## src/sv/wpanf_pkg.sv

```systemverilog
// wpanf_pkg: types, constants and helper functions for the weekly point finder.
// No dependencies; every other file of the block but wpanf_stream_if uses it.

package wpanf_pkg;

    // Sizes fixed by the point and field formats
    localparam int MAX_SLOTS           = 8;
    localparam int DEFAULT_POINT_SLOTS = 8;
    localparam int IDX_W               = 3;
    localparam int MIN_W               = 11;
    localparam int MASK_W              = 7;
    localparam int PT_W                = 19;
    localparam int PAIR_W              = 38;
    localparam int CNT_W               = 4;
    localparam int CFG_IDX_W           = 3;
    localparam int DIST_W              = 14;
    localparam int OUT_MIN_W           = 16;

    localparam logic [MIN_W-1:0]     DAY_MINUTES  = 11'd1440;
    localparam logic [DIST_W-1:0]    WEEK_MINUTES = 14'd10080;
    localparam logic [OUT_MIN_W-1:0] NONE_MINUTES = 16'hFFFF;

    // Configuration register indexes
    localparam logic [CFG_IDX_W-1:0] REG_POINT_COUNT = 3'd0;
    localparam logic [CFG_IDX_W-1:0] REG_PAIR_0      = 3'd1;
    localparam logic [CFG_IDX_W-1:0] REG_PAIR_3      = 3'd4;

    typedef struct packed {
        logic              enable;
        logic [MASK_W-1:0] mask;
        logic [MIN_W-1:0]  minute;
    } t_point;

    typedef t_point [MAX_SLOTS-1:0] t_point_vec;

    typedef struct packed {
        logic [2:0]       query_weekday;
        logic [MIN_W-1:0] query_minute;
    } t_query;

    typedef struct packed {
        logic                 active_found;
        logic [IDX_W-1:0]     active_slot;
        logic                 next_found;
        logic [IDX_W-1:0]     next_slot;
        logic [OUT_MIN_W-1:0] next_minutes;
    } t_result;

    // Per-point day offsets after the first stage
    typedef struct packed {
        logic             act_ok;
        logic [2:0]       act_k;
        logic             nxt_ok;
        logic [2:0]       nxt_k;
        logic [MIN_W-1:0] minute;
    } t_pre;

    typedef t_pre [MAX_SLOTS-1:0] t_pre_vec;

    // One candidate in the minimum search
    typedef struct packed {
        logic              ok;
        logic [DIST_W-1:0] span;
        logic [IDX_W-1:0]  idx;
    } t_cand;

    typedef struct packed {
        t_cand act;
        t_cand nxt;
    } t_lane;

    typedef t_lane [MAX_SLOTS-1:0] t_lane_vec;

    // k * 1440 for k in 0..7
    function automatic logic [DIST_W-1:0] day_offset(input logic [2:0] k);
        logic [DIST_W-1:0] v;
        case (k)
            3'd0:    v = 14'd0;
            3'd1:    v = 14'd1440;
            3'd2:    v = 14'd2880;
            3'd3:    v = 14'd4320;
            3'd4:    v = 14'd5760;
            3'd5:    v = 14'd7200;
            3'd6:    v = 14'd8640;
            3'd7:    v = 14'd10080;
            default: v = 14'd0;
        endcase
        return v;
    endfunction

    // lo has the lower index and wins ties
    function automatic t_cand pick(input t_cand lo, input t_cand hi);
        t_cand w;
        if (lo.ok && (!hi.ok || lo.span <= hi.span))
            w = lo;
        else
            w = hi;
        return w;
    endfunction

endpackage

```

## src/sv/wpanf_stream_if.sv

```systemverilog
// wpanf_stream_if: valid/ready channel carrying one payload of type T.
// Uses no package itself; payload types come from wpanf_pkg at instantiation.

interface wpanf_stream_if #(
    parameter type T = logic
) ();
    logic valid;
    logic ready;
    T     data;

    modport source (output valid, output data, input ready);
    modport sink   (input valid, input data, output ready);
endinterface

```

## src/sv/wpanf_cfg_regs.sv

```systemverilog
// wpanf_cfg_regs: point count and point storage, written through the config port.
// Depends on wpanf_pkg.

module wpanf_cfg_regs #(
    parameter int POINT_SLOTS = wpanf_pkg::DEFAULT_POINT_SLOTS
) (
    input  logic                                i_clk,
    input  logic                                i_rst_n,
    input  logic                                i_cfg_we,
    input  logic [wpanf_pkg::CFG_IDX_W-1:0]     i_cfg_index,
    input  logic [wpanf_pkg::PAIR_W-1:0]        i_cfg_data,
    output logic [wpanf_pkg::CNT_W-1:0]         o_count,
    output wpanf_pkg::t_point_vec               o_points
);

    logic [wpanf_pkg::CNT_W-1:0] r_count;
    wpanf_pkg::t_point           r_point [POINT_SLOTS];

    always_ff @(posedge i_clk) begin
        if (!i_rst_n) begin
            r_count <= '0;
            for (int i = 0; i < POINT_SLOTS; i++) begin
                r_point[i] <= '0;
            end
        end else if (i_cfg_we) begin
            if (i_cfg_index == wpanf_pkg::REG_POINT_COUNT) begin
                r_count <= i_cfg_data[wpanf_pkg::CNT_W-1:0];
            end
            for (int i = 0; i < POINT_SLOTS; i++) begin
                if (i_cfg_index == wpanf_pkg::REG_PAIR_0 +
                        wpanf_pkg::CFG_IDX_W'(i >> 1)) begin
                    r_point[i] <= (i % 2 == 1) ?
                        i_cfg_data[2*wpanf_pkg::PT_W-1:wpanf_pkg::PT_W] :
                        i_cfg_data[wpanf_pkg::PT_W-1:0];
                end
            end
        end
    end

    assign o_count = r_count;

    // slots beyond the configured storage read as disabled
    always_comb begin
        o_points = '0;
        for (int i = 0; i < POINT_SLOTS; i++) begin
            o_points[i] = r_point[i];
        end
    end

endmodule

```

## src/sv/wpanf_point_eval.sv

```systemverilog
// wpanf_point_eval: stages 1 and 2, per-point day offset then age and distance.
// Depends on wpanf_pkg.

module wpanf_point_eval (
    input  logic                        i_clk,
    input  logic                        i_rst_n,
    input  logic                        i_valid,
    output logic                        o_ready,
    input  wpanf_pkg::t_query           i_query,
    input  logic [wpanf_pkg::CNT_W-1:0] i_count,
    input  wpanf_pkg::t_point_vec       i_points,
    output logic                        o_valid,
    input  logic                        i_ready,
    output wpanf_pkg::t_lane_vec        o_lanes
);

    // stage 1
    logic                          r_v1;
    wpanf_pkg::t_pre_vec           r_pre;
    wpanf_pkg::t_pre_vec           n_pre;
    logic [wpanf_pkg::MIN_W-1:0]   r_now;
    logic [wpanf_pkg::MIN_W-1:0]   n_now;
    logic                          rdy1;
    // stage 2
    logic                          r_v2;
    wpanf_pkg::t_lane_vec          r_lane;
    wpanf_pkg::t_lane_vec          n_lane;
    logic                          rdy2;

    assign rdy2    = !r_v2 || i_ready;
    assign rdy1    = !r_v1 || rdy2;
    assign o_ready = rdy1;

    always_comb begin
        logic [2:0]                  wd;
        logic [7:0]                  mask8;
        logic [6:0]                  av;
        logic [7:0]                  nv;
        logic [2:0]                  d;
        logic [3:0]                  s;
        logic                        le;
        logic                        use_pt;
        wd    = (i_query.query_weekday == 3'd7) ? 3'd0 : i_query.query_weekday;
        n_now = (i_query.query_minute >= wpanf_pkg::DAY_MINUTES) ?
                wpanf_pkg::DAY_MINUTES - 11'd1 : i_query.query_minute;
        for (int i = 0; i < wpanf_pkg::MAX_SLOTS; i++) begin
            mask8  = {1'b0, i_points[i].mask};
            use_pt = (wpanf_pkg::CNT_W'(i) < i_count) && i_points[i].enable &&
                     (i_points[i].minute < wpanf_pkg::DAY_MINUTES);
            le     = i_points[i].minute <= n_now;
            // masks rotated so bit j is the day j back (av) or j ahead (nv)
            for (int j = 0; j < 7; j++) begin
                d     = (wd >= 3'(j)) ? wd - 3'(j) : wd + 3'(7 - j);
                av[j] = mask8[d];
                s     = {1'b0, wd} + 4'(j);
                d     = (s >= 4'd7) ? 3'(s - 4'd7) : s[2:0];
                nv[j] = mask8[d];
            end
            nv[7] = mask8[wd];   // same weekday next week
            av[0] = av[0] & le;
            nv[0] = nv[0] & ~le;
            n_pre[i].act_k = 3'd0;
            for (int j = 6; j >= 0; j--) begin
                if (av[j]) n_pre[i].act_k = 3'(j);
            end
            n_pre[i].nxt_k = 3'd0;
            for (int j = 7; j >= 0; j--) begin
                if (nv[j]) n_pre[i].nxt_k = 3'(j);
            end
            n_pre[i].act_ok = use_pt && (|av);
            n_pre[i].nxt_ok = use_pt && (|nv);
            n_pre[i].minute = i_points[i].minute;
        end
    end

    always_comb begin
        for (int i = 0; i < wpanf_pkg::MAX_SLOTS; i++) begin
            n_lane[i].act.ok   = r_pre[i].act_ok;
            n_lane[i].act.span = wpanf_pkg::day_offset(r_pre[i].act_k) +
                                 wpanf_pkg::DIST_W'(r_now) -
                                 wpanf_pkg::DIST_W'(r_pre[i].minute);
            n_lane[i].act.idx  = wpanf_pkg::IDX_W'(i);
            n_lane[i].nxt.ok   = r_pre[i].nxt_ok;
            n_lane[i].nxt.span = wpanf_pkg::day_offset(r_pre[i].nxt_k) +
                                 wpanf_pkg::DIST_W'(r_pre[i].minute) -
                                 wpanf_pkg::DIST_W'(r_now);
            n_lane[i].nxt.idx  = wpanf_pkg::IDX_W'(i);
        end
    end

    always_ff @(posedge i_clk) begin
        if (!i_rst_n) begin
            r_v1 <= 1'b0;
            r_v2 <= 1'b0;
        end else begin
            if (rdy1) r_v1 <= i_valid;
            if (rdy2) r_v2 <= r_v1;
        end
        if (rdy1 && i_valid) begin
            r_pre <= n_pre;
            r_now <= n_now;
        end
        if (rdy2 && r_v1) begin
            r_lane <= n_lane;
        end
    end

    assign o_valid = r_v2;
    assign o_lanes = r_lane;

endmodule

```

## src/sv/wpanf_min_tree.sv

```systemverilog
// wpanf_min_tree: stages 3 and 4, registered minimum search over the lanes.
// Depends on wpanf_pkg.

module wpanf_min_tree (
    input  logic                 i_clk,
    input  logic                 i_rst_n,
    input  logic                 i_valid,
    output logic                 o_ready,
    input  wpanf_pkg::t_lane_vec i_lanes,
    output logic                 o_valid,
    input  logic                 i_ready,
    output wpanf_pkg::t_result   o_result
);

    logic                  r_v3;
    wpanf_pkg::t_lane      r_half [2];
    wpanf_pkg::t_lane      n_half [2];
    logic                  rdy3;
    logic                  r_v4;
    wpanf_pkg::t_result    r_res;
    wpanf_pkg::t_result    n_res;
    logic                  rdy4;

    assign rdy4    = !r_v4 || i_ready;
    assign rdy3    = !r_v3 || rdy4;
    assign o_ready = rdy3;

    // 8 -> 2, two compare levels
    always_comb begin
        wpanf_pkg::t_lane l1 [4];
        for (int i = 0; i < 4; i++) begin
            l1[i].act = wpanf_pkg::pick(i_lanes[2*i].act, i_lanes[2*i+1].act);
            l1[i].nxt = wpanf_pkg::pick(i_lanes[2*i].nxt, i_lanes[2*i+1].nxt);
        end
        for (int i = 0; i < 2; i++) begin
            n_half[i].act = wpanf_pkg::pick(l1[2*i].act, l1[2*i+1].act);
            n_half[i].nxt = wpanf_pkg::pick(l1[2*i].nxt, l1[2*i+1].nxt);
        end
    end

    // 2 -> 1 and result formatting
    always_comb begin
        wpanf_pkg::t_cand a;
        wpanf_pkg::t_cand b;
        a = wpanf_pkg::pick(r_half[0].act, r_half[1].act);
        b = wpanf_pkg::pick(r_half[0].nxt, r_half[1].nxt);
        n_res.active_found = a.ok;
        n_res.active_slot  = a.ok ? a.idx : '0;
        n_res.next_found   = b.ok;
        n_res.next_slot    = b.ok ? b.idx : '0;
        n_res.next_minutes = b.ok ? wpanf_pkg::OUT_MIN_W'(b.span) :
                                    wpanf_pkg::NONE_MINUTES;
    end

    always_ff @(posedge i_clk) begin
        if (!i_rst_n) begin
            r_v3 <= 1'b0;
            r_v4 <= 1'b0;
        end else begin
            if (rdy3) r_v3 <= i_valid;
            if (rdy4) r_v4 <= r_v3;
        end
        if (rdy3 && i_valid) begin
            r_half <= n_half;
        end
        if (rdy4 && r_v3) begin
            r_res <= n_res;
        end
    end

    assign o_valid  = r_v4;
    assign o_result = r_res;

endmodule

```

## src/sv/weekly_point_active_next_finder.sv

```systemverilog
// weekly_point_active_next_finder: top level of the weekly point finder.
// Depends on wpanf_pkg, wpanf_stream_if, wpanf_cfg_regs, wpanf_point_eval, wpanf_min_tree.

// Takes one query transaction (weekday, minute of day) per clock, back-pressure
// aside, and returns one result transaction: the active point (most recent
// occurrence in the past week, today only if its minute is not after now) and
// the next point (fewest minutes ahead, 1..10080, a point at exactly now being a
// week ahead). Ties go to the lowest index; not-found gives index 0 and, for the
// distance, 65535. Throughput is one transaction per cycle while the output is not
// stalled. There are four register stages: day offsets per point, age and distance per
// point, a two-level compare tree, and the final compare into the output
// register. Every stage has its own valid bit and fills bubbles, so queries keep
// entering while a result waits on the output, until all four stages are full.
// The user must write points through the config port while no transaction is in
// flight; the block does not enforce this. Valid and config registers reset to zero.

module weekly_point_active_next_finder #(
    parameter int POINT_SLOTS = wpanf_pkg::DEFAULT_POINT_SLOTS
) (
    input  logic                            i_clk,
    input  logic                            i_rst_n,
    input  logic                            i_cfg_we,
    input  logic [wpanf_pkg::CFG_IDX_W-1:0] i_cfg_index,
    input  logic [wpanf_pkg::PAIR_W-1:0]    i_cfg_data,
    wpanf_stream_if.sink                    i_query,
    wpanf_stream_if.source                  o_result
);

    logic [wpanf_pkg::CNT_W-1:0] count;
    wpanf_pkg::t_point_vec       points;
    logic                        eval_valid;
    logic                        tree_ready;
    wpanf_pkg::t_lane_vec        lanes;

    // point storage
    wpanf_cfg_regs #(
        .POINT_SLOTS (POINT_SLOTS)
    ) u_cfg (
        .i_clk       (i_clk),
        .i_rst_n     (i_rst_n),
        .i_cfg_we    (i_cfg_we),
        .i_cfg_index (i_cfg_index),
        .i_cfg_data  (i_cfg_data),
        .o_count     (count),
        .o_points    (points)
    );

    // stages 1-2: per-point day offsets, then age and distance
    wpanf_point_eval u_eval (
        .i_clk   (i_clk),
        .i_rst_n (i_rst_n),
        .i_valid (i_query.valid),
        .o_ready (i_query.ready),
        .i_query (i_query.data),
        .i_count (count),
        .i_points(points),
        .o_valid (eval_valid),
        .i_ready (tree_ready),
        .o_lanes (lanes)
    );

    // stages 3-4: minimum search, output register
    wpanf_min_tree u_tree (
        .i_clk    (i_clk),
        .i_rst_n  (i_rst_n),
        .i_valid  (eval_valid),
        .o_ready  (tree_ready),
        .i_lanes  (lanes),
        .o_valid  (o_result.valid),
        .i_ready  (o_result.ready),
        .o_result (o_result.data)
    );

endmodule

```

## src/flat_wrapper.sv

```systemverilog
// flat-port wrapper written by rule: the top's interface ports become plain ports
module weekly_point_active_next_finder_flat 
#(
    parameter int POINT_SLOTS = wpanf_pkg::DEFAULT_POINT_SLOTS
)
  (i_clk, i_rst_n, i_cfg_we, i_cfg_index, i_cfg_data, i_query_valid, i_query_data, i_query_ready, o_result_valid, o_result_data, o_result_ready);
  wpanf_stream_if i_query_i ();
  wpanf_stream_if o_result_i ();
  input  logic i_clk;
  input  logic i_rst_n;
  input  logic i_cfg_we;
  input  logic [wpanf_pkg::CFG_IDX_W-1:0] i_cfg_index;
  input  logic [wpanf_pkg::PAIR_W-1:0] i_cfg_data;
  input wire logic [$bits(i_query_i.valid)-1:0] i_query_valid;
  input wire logic [$bits(i_query_i.data)-1:0] i_query_data;
  output wire logic [$bits(i_query_i.ready)-1:0] i_query_ready;
  output wire logic [$bits(o_result_i.valid)-1:0] o_result_valid;
  output wire logic [$bits(o_result_i.data)-1:0] o_result_data;
  input wire logic [$bits(o_result_i.ready)-1:0] o_result_ready;
  assign i_query_i.valid = i_query_valid;
  assign i_query_i.data = i_query_data;
  assign i_query_ready = i_query_i.ready;
  assign o_result_valid = o_result_i.valid;
  assign o_result_data = o_result_i.data;
  assign o_result_i.ready = o_result_ready;
  weekly_point_active_next_finder #(.POINT_SLOTS(POINT_SLOTS)) u_core (.i_clk(i_clk), .i_rst_n(i_rst_n), .i_cfg_we(i_cfg_we), .i_cfg_index(i_cfg_index), .i_cfg_data(i_cfg_data), .i_query(i_query_i), .o_result(o_result_i));
endmodule
```

## config.mk

```make
export PLATFORM = sky130hd
export DESIGN_NAME = weekly_point_active_next_finder_flat
export DESIGN_NICKNAME = d
export VERILOG_FILES = /design/src/sv/wpanf_pkg.sv /design/src/sv/wpanf_stream_if.sv /design/src/sv/wpanf_cfg_regs.sv /design/src/sv/wpanf_point_eval.sv /design/src/sv/wpanf_min_tree.sv /design/src/sv/weekly_point_active_next_finder.sv /design/src/flat_wrapper.sv
export SDC_FILE = /design/constraint.sdc
export NUM_CORES = 1
export LEC_CHECK = 0
export ABC_AREA = 1
export BUFFER_PORTS_ARGS = -buffer_cell sky130_fd_sc_hd__buf_2
export CORE_MARGIN = 2
export CORE_UTILIZATION = 25
export DETAILED_ROUTE_END_ITERATION = 7
export REMOVE_ABC_BUFFERS = 1
export SLEW_MARGIN = 10
export SYNTH_ARGS = -nofsm -noshare
export SYNTH_HDL_FRONTEND = slang
export SYNTH_SLANG_ARGS = --single-unit
export TNS_END_PERCENT = 100
```

## constraint.sdc

```tcl
create_clock -name i_clk -period 6.2 [get_ports i_clk]
set_input_delay 0.62 -clock i_clk [delete_from_list [all_inputs] [get_ports i_clk]]
set_output_delay 0.62 -clock i_clk [all_outputs]
set_load 0.02 [all_outputs]
```

# --- Word-level counts from Yosys, hierarchy flattened ---
# Memories as Yosys holds them, arrays and structs flattened.
# Cells that the tools add are included.
op_classes:
  bitwise_logic: 24
  n_addsub: 16
  n_reduce_logical: 83
  eq_ne: 4
  mux: 89
  n_lt_le_gt_ge: 32
ops:
  columns: ["cell", "n"]
  rows:
  - ["19-bit 2-to-1 mux", 8]
  - ["18-bit 2-to-1 mux", 7]
  - ["14-bit by 11-bit adder with 14-bit output", 8]
  - ["14-bit by 11-bit subtractor with 14-bit output", 8]
  - ["14-bit less-or-equal comparator", 7]
  - ["3-bit 2-to-1 mux", 32]
  - ["11-bit less-or-equal comparator", 8]
  - ["11-bit < comparator (second input constant)", 8]
  - ["8-bit OR reduction", 8]
  - ["1-bit logical AND", 35]
  - ["2-bit 2-to-1 mux", 16]
  - ["4-bit OR reduction", 8]
  - ["1-bit 2-to-1 mux", 25]
  - ["3-bit by 4-bit < comparator with 1-bit output (first input constant)", 4]
  - ["2-bit OR reduction", 8]
  - ["1-bit by 11-bit >= comparator with 1-bit output (second input constant)", 1]
  - ["1-bit zero test", 11]
  - ["1-bit logical OR", 11]
  - ["11-bit 2-to-1 mux", 1]
  - ["1-bit AND", 8]
  - ["1-bit by 4-bit < comparator with 1-bit output (first input constant)", 2]
  - ["2-bit by 4-bit < comparator with 1-bit output (first input constant)", 2]
  - ["1-bit inverter", 8]
  - ["1-bit bitwise OR", 8]
  - ["other kinds (5)", 6]
word_totals:
  wordCells: 326
  regBits: 296
  out_inout_bits: 3
  mem_bits_rw: 152
  mem_bits_ro: 576
  memories: 9
mem_list:
  columns: ["memory", "depth", "width", "read_ports", "rd_clocked_by_memory_dff", "write_ports", "line", "rtl"]
  rows:
  - ["u_core.u_cfg.r_point", 8, 19, 8, 0, 8, "wpanf_cfg_regs.sv:17", "wpanf_pkg::t_point r_point [POINT_SLOTS];"]
  - ["(no name shown)", 8, 9, 1, 0, 0, "wpanf_pkg.sv:77", "case (k)"]
  - ["(no name shown)", 8, 9, 1, 0, 0, "wpanf_pkg.sv:77", null]
  - ["(no name shown)", 8, 9, 1, 0, 0, "wpanf_pkg.sv:77", null]
  - ["(no name shown)", 8, 9, 1, 0, 0, "wpanf_pkg.sv:77", null]
  - ["(no name shown)", 8, 9, 1, 0, 0, "wpanf_pkg.sv:77", null]
  - ["3 more memories", null, null, null, null, null, null, null]

# --- Logic depth before layout (Yosys ltp) ---
# Gate-level depths: netlist of the first run.
depth:
  depth_word: 8
  ltp_mapped: 26

# --- Hierarchy ---
# From an unflattened synthesis of the first run, not the netlist that was laid out.
unflattened:
  hier_cells: 6572
  hier_area_um2: 53896.7
by_module_without_submodules:
  columns: ["module", "instances", "seq_area_each_um2", "cells_per_inst", "area_each_um2"]
  rows:
  - ["wpanf_point_eval", 1, 11901.4, 4391, 35820.6]
  - ["wpanf_min_tree", 1, 2892.8, 1783, 12296.8]
  - ["wpanf_cfg_regs", 1, 4644.5, 397, 5775.5]
  - ["weekly_point_active_next_finder", 1, 0.0, 1, 3.8]

# --- Worst setup path before layout of the first run ---
# No wires, ideal clock.
synth_timing:
  path_type: "input to register"
  start: "input port o_result_ready"
  end: "register u_core.u_eval.r_pre, in the netlist u_core.u_eval.n_lane[125], enable pin"
  arrival_ps: 6053
  path_slack_ps: -458
  path_buffers: 0
  setup_time_ps: 605
  path_stages: 8
  path_cell_list: "nor2_1 inv_1 nor2_1 inv_1 nor2_1 inv_1 nor2_1 nor2_1"
synth_via:
  elab_chain_cells: 5
synth_lines:
  columns: ["item", "line", "rtl"]
  rows:
  - ["from (decl)", "flat_wrapper.sv:19", "input wire logic [$bits(o_result_i.ready)-1:0] o_result_ready;"]
  - ["1-bit logical OR", "wpanf_min_tree.sv:24", "assign rdy4 = !r_v4 || i_ready;"]
  - ["1-bit logical OR", "wpanf_min_tree.sv:25", "assign rdy3 = !r_v3 || rdy4;"]
  - ["1-bit logical OR", "wpanf_point_eval.sv:30", "assign rdy2 = !r_v2 || i_ready;"]
  - ["1-bit logical OR", "wpanf_point_eval.sv:31", "assign rdy1 = !r_v1 || rdy2;"]
  - ["1-bit logical AND", "wpanf_point_eval.sv:99", "if (rdy1 && i_valid) begin"]
  - ["to (signal assigned)", "wpanf_point_eval.sv:100", "r_pre <= n_pre;"]
  - ["to (decl)", "wpanf_point_eval.sv:19", "wpanf_pkg::t_pre_vec r_pre;"]
# Every way passes these cells.
# A chain may end at the register's enable or synchronous reset.

==> out/qor.txt, run 1 <==
FF-to-FF path depth: 20
# fillers: 10,833
Gpl congestion: 0.918
Slew HR: 0.290
Cell area power density: 294 nW/um^2
Initial antenna violation count: 1
Post-route DRC: 0
Crit path max-delay family: simple AND/OR/NAND/NOR gates
Tmin final: 3.72 ns
Fin Clk Skew: 0.0419 ns
Register area: 12,900 um^2
Setup crit end kind: register
HP Start: i_cfg_data[36]
Launch point of the worst reg-to-reg path: u_core.u_eval.o_lanes[13]$_DFFE_PP_
DP HPWL: 50.0 mm
Hold Path End: u_core.u_cfg.r_point[1][74]$_SDFFCE_PN0P_
Clock latency on the worst-skew pair: 0.61 ns
Worst-path maximum fanout: 15
Drt via density: 4.23
Sum of buffers and inverters on the critical path: 1
Multi-input gate area: 10,500 um^2
Area growth, synth to finish: 13.2%
Port Buffer Count: 49
Final nets: 3,162
Sequential power share: 0.434
WP data arrival: 4.16 ns
Post CTS Setup Buffer Count: 0
Die extent in x: 325 um
Root buf cell: clkbuf_16
Number of global-route vias before repair: 17,400
Largest net degree at the start of global routing: 122
Worst setup SP type: register
Inst Count DP: 4,144
R2R Setup Slk: 2.48 ns
Stages on worst setup path: 20
Switch share: 0.311
Hold path cells: 3
CP Data Required Time: 6.64 ns
Synthesis Warnings: 0
Setup TNS: 0 ns
# clock sinks: 432
Clock network power share: 0.331
Ys flop type: edfxtp_1
Die area: 106,000 um^2
Initial core utilization: 0.253
CTS buffer count: 47
Starting DRT DRC Count: 1,308
# Max-Cap Violations: 0
# diodes: 0
Crit path kind: reg -> reg
Total global routing overflow: 0
Max-slew violation count: 0
Share of layout cells above drive strength 1: 0.0583
First-pass GRT wire length: 98.5 mm
Reg clk slew, reported paths: 0.07 ns
Switch Pwr: 0.00268 W
Final setup violation count: 0
Mean Syn Cell Area: 9.37 um^2
Seq cells post-synth: 432
Post-synth EDFFs: 424
CTS resizes: 0
Clk buf depth: 3
Post-route ant nets: 0
RR Endpoint: u_core.u_tree.r_half[49]$_DFFE_PP_
Seq/Total Area, Yosys: 0.499
Core area: 102,000 um^2
Maximum vdd drop: 220 uV
Most common cell after layout, fill and taps aside: inv_1
All-Layer GR Usage: 0.119
Ports: 50
Status: completed
Drt total wl: 63.3 mm
Fin crit share: 0.601
CTS tree: done
Drt first pass iters: 5
Slew @ Worst Pin: 1.06 ns
Post-CTS Hold Buffers: 0
Cells after Synth: 2,758
Pint: 0.00593 W
CP most frequent cell: nand2_1
Fmax: 0.268 GHz
Via count: 17,897
Gate power share: 0.234
Post-Syn Area: 25,800 um^2
Slowest-stage cell, CP: a21oi_2
DR WL/cell: 15.0 um
Leakage: 13.4 nW
Die height: 325 um
Post-route non-filler standard cell count: 4,231
Hold Path Class: in -> reg
Site Rows: 117
# H-tree levels: 2
CP max stage delay: 0.57 ns
Final Hold Fails: 0
Worst path cell trace: ha_1, nand2_1, nor2_2, nand3_1, inv_1, nand2_1, nand2_1, nand2_4, nand2_4, nand2_1, and2_1, ha_1, nand2_1, nor2_1, nand3_1, nor2_1, nor2_1, a21oi_2, nand3_1, nand2_1
RSZ-0062 raised after global routing: no
Synth unique cells: 41
Fraction of registers with async set or reset after synthesis: 0
Commonest cells after routing, fill and taps aside: inv_1 (595), nand2_1 (450), edfxtp_1 (424)
==> tightest hold or removal path: cells and delay by family <==
kind	cells	cell delay [ns]
simple gates	1	0.06
buf+inv	2	0.13
==> sequential cells by signal (all words and copies together) (netlist names), 4 cells and up <==
register / cells
u_core.u_cfg.r_point: 152
u_core.u_eval.o_lanes: 120
u_core.u_eval.r_pre: 112
u_core.u_tree.r_half: 30
u_core.u_eval.n_lane: 8
u_core.u_cfg.o_count: 4
==> final cells by class <==
| class | instances | share of cell area |
|---|---|---|
| clock inverter | 31 | 0.0122 |
| sequential | 432 | 0.441 |
| tap | 1368 | 0.0585 |
| clock buffer | 56 | 0.0414 |
| timing repair buffer | 58 | 0.0111 |
| inverter | 596 | 0.0766 |
| multi-input combinational | 1690 | 0.360 |
==> cell families after synthesis <==
family / after synthesis / synth area share
compound gates: 306 / 0.0657
xor+xnor: 92 / 0.0312
fa+ha+maj: 290 / 0.143
buf+inv: 636 / 0.0953
flops: 432 / 0.499
simple gates: 1002 / 0.166
==> per-layer routing <==
layer  routed length (um)  up-vias  track usage
li1                     -     9186            -
met3                 3340      103       0.0185
met2                27700      401        0.187
met5                    0        -            0
met1                30100     8207        0.165
met4                 2130        0       0.0437
==> power by group through the flow <==
stage                     registers [W]  clock network (W)  logic (W)
after floorplan                 0.00373                  0    0.00147
after global placement          0.00380                  0    0.00200
after detailed placement        0.00381                  0    0.00201
after CTS                       0.00375            0.00291    0.00202
after global routing            0.00377            0.00303    0.00232
final                           0.00374            0.00285    0.00202
==> cell usage after synthesis, drive strengths merged, types with 3 or more instances <==
master	count	area, um^2
dfxtp	8	160
xor2	57	499
inv	596	2240
nand2	473	1860
nor4	10	62.6
or2	3	18.8
buf	15	126
o21bai	10	75.1
a21o	9	67.6
nor2	257	970
o2111ai	9	78.8
xnor2	35	307
fa	8	160
nor3b	5	37.5
a311oi	3	26.3
and2	28	175
o21ai	96	480
a211oi	6	45.0
a21boi	4	30.0
o21a	12	90.1
a21oi	153	773
nand4	19	119
edfxtp	424	12700
nand3	181	911
nor3	26	135
clkbuf	25	98.9
ha	282	3530
==> worst max path at each step <==
| stage | to | from |
|---|---|---|
| finish | u_core.u_tree.r_half[49]$_DFFE_PP_ | u_core.u_eval.o_lanes[13]$_DFFE_PP_ |
| global route | u_core.u_tree.r_half[49]$_DFFE_PP_ | u_core.u_eval.o_lanes[118]$_DFFE_PP_ |
| CTS | u_core.u_tree.r_half[15]$_DFFE_PP_ | u_core.u_eval.o_lanes[151]$_DFFE_PP_ |
| detailed placement | u_core.u_tree.r_half[15]$_DFFE_PP_ | u_core.u_eval.o_lanes[151]$_DFFE_PP_ |
| global placement | u_core.u_tree.r_half[7]$_DFFE_PP_ | u_core.u_eval.o_lanes[160]$_DFFE_PP_ |
| floorplan | u_core.u_eval.n_lane[125]$_DFFE_PP_ | o_result_ready |
==> per-stage QoR <==
stage	cell area [um^2]	utilization	hold slack, ns	total power [W]	setup WS [ns]
finish	29300	0.286	0.307	0.00861	2.48
global route	29300	0.286	0.296	0.00912	2.07
CTS	29300	0.286	0.271	0.00868	2.49
detailed placement	27700	0.271	0.421	0.00582	2.52
global placement	27700	0.271	0.406	0.00580	2.51
floorplan	25600	-	0.400	0.00520	-0.458
No activity file was read; power rests on OpenSTA's default activity.
==> run 2, diff against run 1 <==
clock period = 3.69 ns   (was 6.2 ns; I/O delays follow)
==> run 2 against run 1 <==
Against the previous run: clock power increased by 71%; hold slack lost 0.25 ns; critical path depth is 1 lower; combinational power grew 70%; clock skew grew 0.020 ns; first-iteration DRC count about the same; count of clock-buffer cells in the layout fell by 1; die area unchanged; largest cell class unchanged; largest power group unchanged.
==> out/qor.txt, run 2 (same netlist as run 1, synthesis figures left out) <==
Post-route non-filler standard cell count: 4,253
Max-slew violation count: 0
Clk buf depth: 3
WP data arrival: 3.72 ns
Share of layout cells above drive strength 1: 0.0655
Maximum vdd drop: 370 uV
Drt total wl: 63.1 mm
Place WS: 0.342 ns
Initial core utilization: 0.253
Leakage: 13.6 nW
Final nets: 3,184
CP most frequent cell: nand2_1
All-Layer GR Usage: 0.119
Reg with most FFs: u_core.u_cfg.r_point
Setup TNS: 0 ns
Setup WS post-layout: 0.283 ns
R2R Setup Slk: 0.28 ns
Largest net degree at the start of global routing: 55
Die extent in x: 325 um
Die area: 106,000 um^2
Fin crit share: 0.923
Clock latency on the worst-skew pair: 0.61 ns
Launch point of the worst reg-to-reg path: u_core.u_eval.o_lanes[16]$_DFFE_PP_
Site Rows: 117
RR Endpoint: u_core.u_tree.r_half[47]$_DFFE_PP_
RSZ-0062 raised after global routing: no
# Max-Cap Violations: 0
Final Core Density: 0.289
Worst setup endpoint: u_core.u_tree.r_half[47]$_DFFE_PP_
Root buf cell: clkbuf_16
Area growth, synth to finish: 14.3%
Drt via density: 4.27
Cell area power density: 494 nW/um^2
Slew @ Worst Pin: 1.03 ns
Reg clk slew, reported paths: 0.06 ns
Slowest-stage cell, CP: edfxtp_1
Drt first pass iters: 5
Worst setup SP type: register
Commonest cells after routing, fill and taps aside: inv_1 (594), nand2_1 (449), edfxtp_1 (424)
Worst path cell trace: ha_1, nand2_1, nor2_2, nand3_1, o21a_2, nand2_4, buf_4, nand3_1, and2_1, ha_1, a21oi_1, o21ai_0, nor2_1, nand2_1, nand2_1, nand2_1, buf_4, nand3_1, nand2_1
Die height: 325 um
Number of global-route vias before repair: 17,684
CTS buffer count: 46
FF-to-FF path depth: 19
Starting DRT DRC Count: 1,307
Tmin final: 3.41 ns
First-pass GRT wire length: 98.7 mm
# diodes: 0
Crit path kind: reg -> reg
Status: completed
Gpl congestion: 0.862
CP Data Required Time: 4.00 ns
Inst Count DP: 4,163
Max reg flops: 152
CP max stage delay: 0.43 ns
Core area: 102,000 um^2
Via count: 18,152
Post-route DRC: 0
Ports: 50
DR WL/cell: 14.8 um
Worst-path maximum fanout: 10
DP HPWL: 50.8 mm
Fmax: 0.293 GHz
HP Start: i_cfg_data[36]
Initial antenna violation count: 4
# clock sinks: 432
Total global routing overflow: 0
# H-tree levels: 2
Final Hold Fails: 0
Post-route ant nets: 0
Port Buffer Count: 49
Most common cell after layout, fill and taps aside: inv_1
Slew HR: 0.311
Hold Path Class: in -> reg
Setup crit end kind: register
CTS tree: done
Final setup violation count: 0
Fin Clk Skew: 0.0621 ns
Crit path from: u_core.u_eval.o_lanes[16]$_DFFE_PP_
Post-CTS Hold Buffers: 0
-- run 2: how the worst min path moves through the flow --
stage                                           endpoint  slack [ns]  cells past startpoint
4_1_cts        u_core.u_cfg.r_point[1][74]$_SDFFCE_PN0P_        0.03                      3
3_3_place_gp         u_core.u_eval.o_lanes[89]$_DFFE_PP_        0.42                      0
3_5_place_dp         u_core.u_eval.o_lanes[89]$_DFFE_PP_        0.43                      0
2_1_floorplan       u_core.u_eval.o_lanes[125]$_DFFE_PP_        0.40                      0
5_1_grt        u_core.u_cfg.r_point[1][68]$_SDFFCE_PN0P_        0.05                      3
6_report       u_core.u_cfg.r_point[1][74]$_SDFFCE_PN0P_        0.06                      3
-- run 2: what timing repair did --
item	in CTS	in global routing
resized for setup	0	8
setup buffers	0	3
setup endpoints to repair	0	13
-- run 2: critical path: cells and delay by family, from the launching register on --
kind,cells,cell delay [ns]
AO/OA/AOI/OAI,3,0.51
buffers and inverters,2,0.31
adder cells (fa/ha/maj),2,0.63
flip-flops,1,0.43
AND/OR/NAND/NOR,12,1.21
-- run 2: area by class of cell --
class	count	area (um^2)
Clock inverter	31	399
Clock buffer	55	1180
Multi-Input combinational cell	1691	10600
Fill cell	10837	72600
Tap cell	1368	1710
Sequential cell	432	12900
Inverter	596	2240
Timing Repair Buffer	80	553
-- run 2: through the flow --
stage / total power [W] / hold slack (ns) / cell area, um^2
after floorplan: 0.00874 / 0.400 / 25600
after global placement: 0.00977 / 0.417 / 27900
after detailed placement: 0.00981 / 0.427 / 27900
after CTS: 0.0147 / 0.0332 / 29500
after global routing: 0.0154 / 0.0493 / 29500
final: 0.0146 / 0.0591 / 29500
-- run 2: metal layers --
layer	track usage	wire, um	vias to the layer above
li1	-	-	9220
met1	0.165	29900	8463
met2	0.195	28900	394
met3	0.0140	2920	75
met4	0.0332	1390	0
met5	0	0	-
-- run 2: power by group --
group,internal (W),switching (W)
Combinational,0.00128,0.00216
Clock,0.00282,0.00204
Sequential,0.00601,0.000280
==> run 3, diff against run 2 <==
SYNTH_HIERARCHICAL = 1   (was default)
==> run 3 against run 2 <==
Against the previous run: combinational power grew to 2.5 times the previous value; setup slack lost 0.061 ns; maximum frequency shrank 1.8%; non-clock buffer count shrank 7; sequential power grew 13%; register-to-register slack lost 0.06 ns; area after synthesis grew 30%; global-route usage grew 3.2 points; hold slack gained 0.094 ns; synthesized cell count grew 43%; final area grew 27%; critical path type unchanged; largest cell class is now multi-input combinational cells; largest power group is now combinational cells; highest routed layer unchanged.
==> out/qor.txt, run 3 <==
Pint: 0.0127 W
Launch point of the worst reg-to-reg path: u_core/u_eval/o_lanes[152]$_DFFE_PP_
Root buf cell: clkbuf_16
Hold Path Class: in -> reg
Fmax: 0.288 GHz
Dpl cell area: 35,600 um^2
Reg clk slew, reported paths: 0.06 ns
CTS tree: done
Via count: 26,964
Fin crit share: 0.940
Fin Clk Skew: 0.0260 ns
DP HPWL: 81.1 mm
Number of global-route vias before repair: 25,554
Worst path cell trace: ha_4, nand2_1, nor2_1, nand3_1, o21a_1, nand2_4, nand3_1, and2_1, ha_1, nand2_1, inv_1, nand2_1, a21oi_1, nor2_1, nand2_2, nand2_2, o21ai_2, nand3_1, nand2_1
CTS buffer count: 50
Port Buffer Count: 49
Slew HR: 0.376
Clock latency on the worst-skew pair: 0.64 ns
Drt first pass iters: 8
Die extent in x: 370 um
Worst setup endpoint: u_core/u_tree/r_half[14]$_DFFE_PP_
Final setup violation count: 0
Core area: 133,000 um^2
Area growth, synth to finish: 11.7%
First-pass GRT wire length: 158 mm
Final nets: 4,467
Switch Pwr: 0.00838 W
Cell area power density: 564 nW/um^2
CP max stage delay: 0.46 ns
Ports: 50
Gate power share: 0.415
Max reg flops: 152
Slew @ Worst Pin: 0.935 ns
Crit path kind: reg -> reg
Die height: 370 um
Post-Syn Area: 33,500 um^2
DR WL/cell: 18.3 um
WP data arrival: 3.85 ns
Synthesis Warnings: 6
# clock sinks: 442
Drt via density: 4.66
Place WS: 0.185 ns
Reg with most FFs: u_core/u_cfg/r_point
All-Layer GR Usage: 0.150
Clock network power share: 0.248
Post-route DRC: 0
Cells after Synth: 3,943
Most common cell after layout, fill and taps aside: nand2_1
Commonest cells after routing, fill and taps aside: nand2_1 (908), inv_1 (561), edfxtp_1 (434)
Initial core utilization: 0.252
WHS: 0.153 ns
FF-to-FF path depth: 19
RSZ-0062 raised after global routing: no
Worst-path maximum fanout: 8
Crit path from: u_core/u_eval/o_lanes[152]$_DFFE_PP_
Sequential power share: 0.337
Max-slew violation count: 0
Largest net degree at the start of global routing: 132
Mean Syn Cell Area: 8.50 um^2
Status: completed
Design area: 37,500 um^2
Tmin final: 3.47 ns
Switch share: 0.397
Maximum vdd drop: 385 uV
Final Power: 0.0211 W
Final Hold Fails: 0
Share of layout cells above drive strength 1: 0.0579
Drt total wl: 106 mm
DR WL met3: 7.87 mm
R2R Setup Slk: 0.22 ns
Setup crit end kind: register
Slowest-stage cell, CP: edfxtp_1
DR top layer: met4
Initial antenna violation count: 1
Clk buf depth: 3
# Max-Cap Violations: 0
Worst setup SP type: register
Met2 wirelength from detailed routing: 46.7 mm
# H-tree levels: 2
Setup WS post-layout: 0.222 ns
M1 WL: 47.0 mm
HP Start: i_query_valid
Starting DRT DRC Count: 2,519
RR Endpoint: u_core/u_tree/r_half[14]$_DFFE_PP_
Die area: 137,000 um^2
# diodes: 0
Site Rows: 134
CP Data Required Time: 4.08 ns
Leakage: 17.1 nW
Total global routing overflow: 0
Post-route ant nets: 0
CP most frequent cell: nand2_1
Gpl congestion: 0.994
run 3: layer usage:
metal  vias up  track usage
met4         0       0.0580
li1      13153            -
met5         -            0
met3       223       0.0272
met2      1089        0.237
met1     12499        0.204
run 3: metrics by stage:
step                       util  std cells  setup TNS (ns)
after global routing      0.281       5791               0
after CTS                 0.280       5785               0
after floorplan               -       3857         -432.70
final                     0.281       5791               0
after detailed placement  0.267       5693               0
after global placement    0.267       5693               0
run 3: area by class of cell:
type                    instances  area, um^2
fillers                     14170       95800
multi-input cells            2842       17700
flip-flops and latches        442       13200
well taps                    1768        2210
inverters                     575        2160
clock buffers                  58        1300
repair buffers                 73         490
clock inverters                33         410
run 3: worst min path at each step:
stage / end / cells past startpoint
6_report: u_core/u_eval/r_v1$_SDFFE_PN0N_ / 3
5_1_grt: u_core/u_eval/r_v1$_SDFFE_PN0N_ / 3
4_1_cts: u_core/u_eval/r_v1$_SDFFE_PN0N_ / 3
3_5_place_dp: u_core/u_eval/r_pre[135]$_DFFE_PP_ / 0
3_3_place_gp: u_core/u_eval/r_pre[136]$_DFFE_PP_ / 0
2_1_floorplan: u_core/u_eval/o_lanes[125]$_DFFE_PP_ / 0
run 3: worst max-delay path: cells and delay by family (launching register included):
family	cells	cell delay (ns)
adder cells (fa/ha/maj)	2	0.62
buffers and inverters	1	0.05
flip-flops	1	0.46
AND/OR/NAND/NOR	13	1.60
AO/OA/AOI/OAI	3	0.48
run 3: repair_timing:
item                                    in CTS  in global routing
endpoints found under the hold margin        1                  0
gates resized for setup                      0                  7
hold buffers                                 1                  0
setup buffers                                0                  4
endpoints found under the setup margin       0                 28
run 3: power groups by stage:
stage                     sequential, W  combinational, W  clock (W)
after floorplan                 0.00698           0.00612          0
after detailed placement        0.00723           0.00819          0
after global routing            0.00720           0.00990    0.00552
after global placement          0.00721           0.00808          0
after CTS                       0.00713           0.00824    0.00533
final                           0.00712           0.00877    0.00523
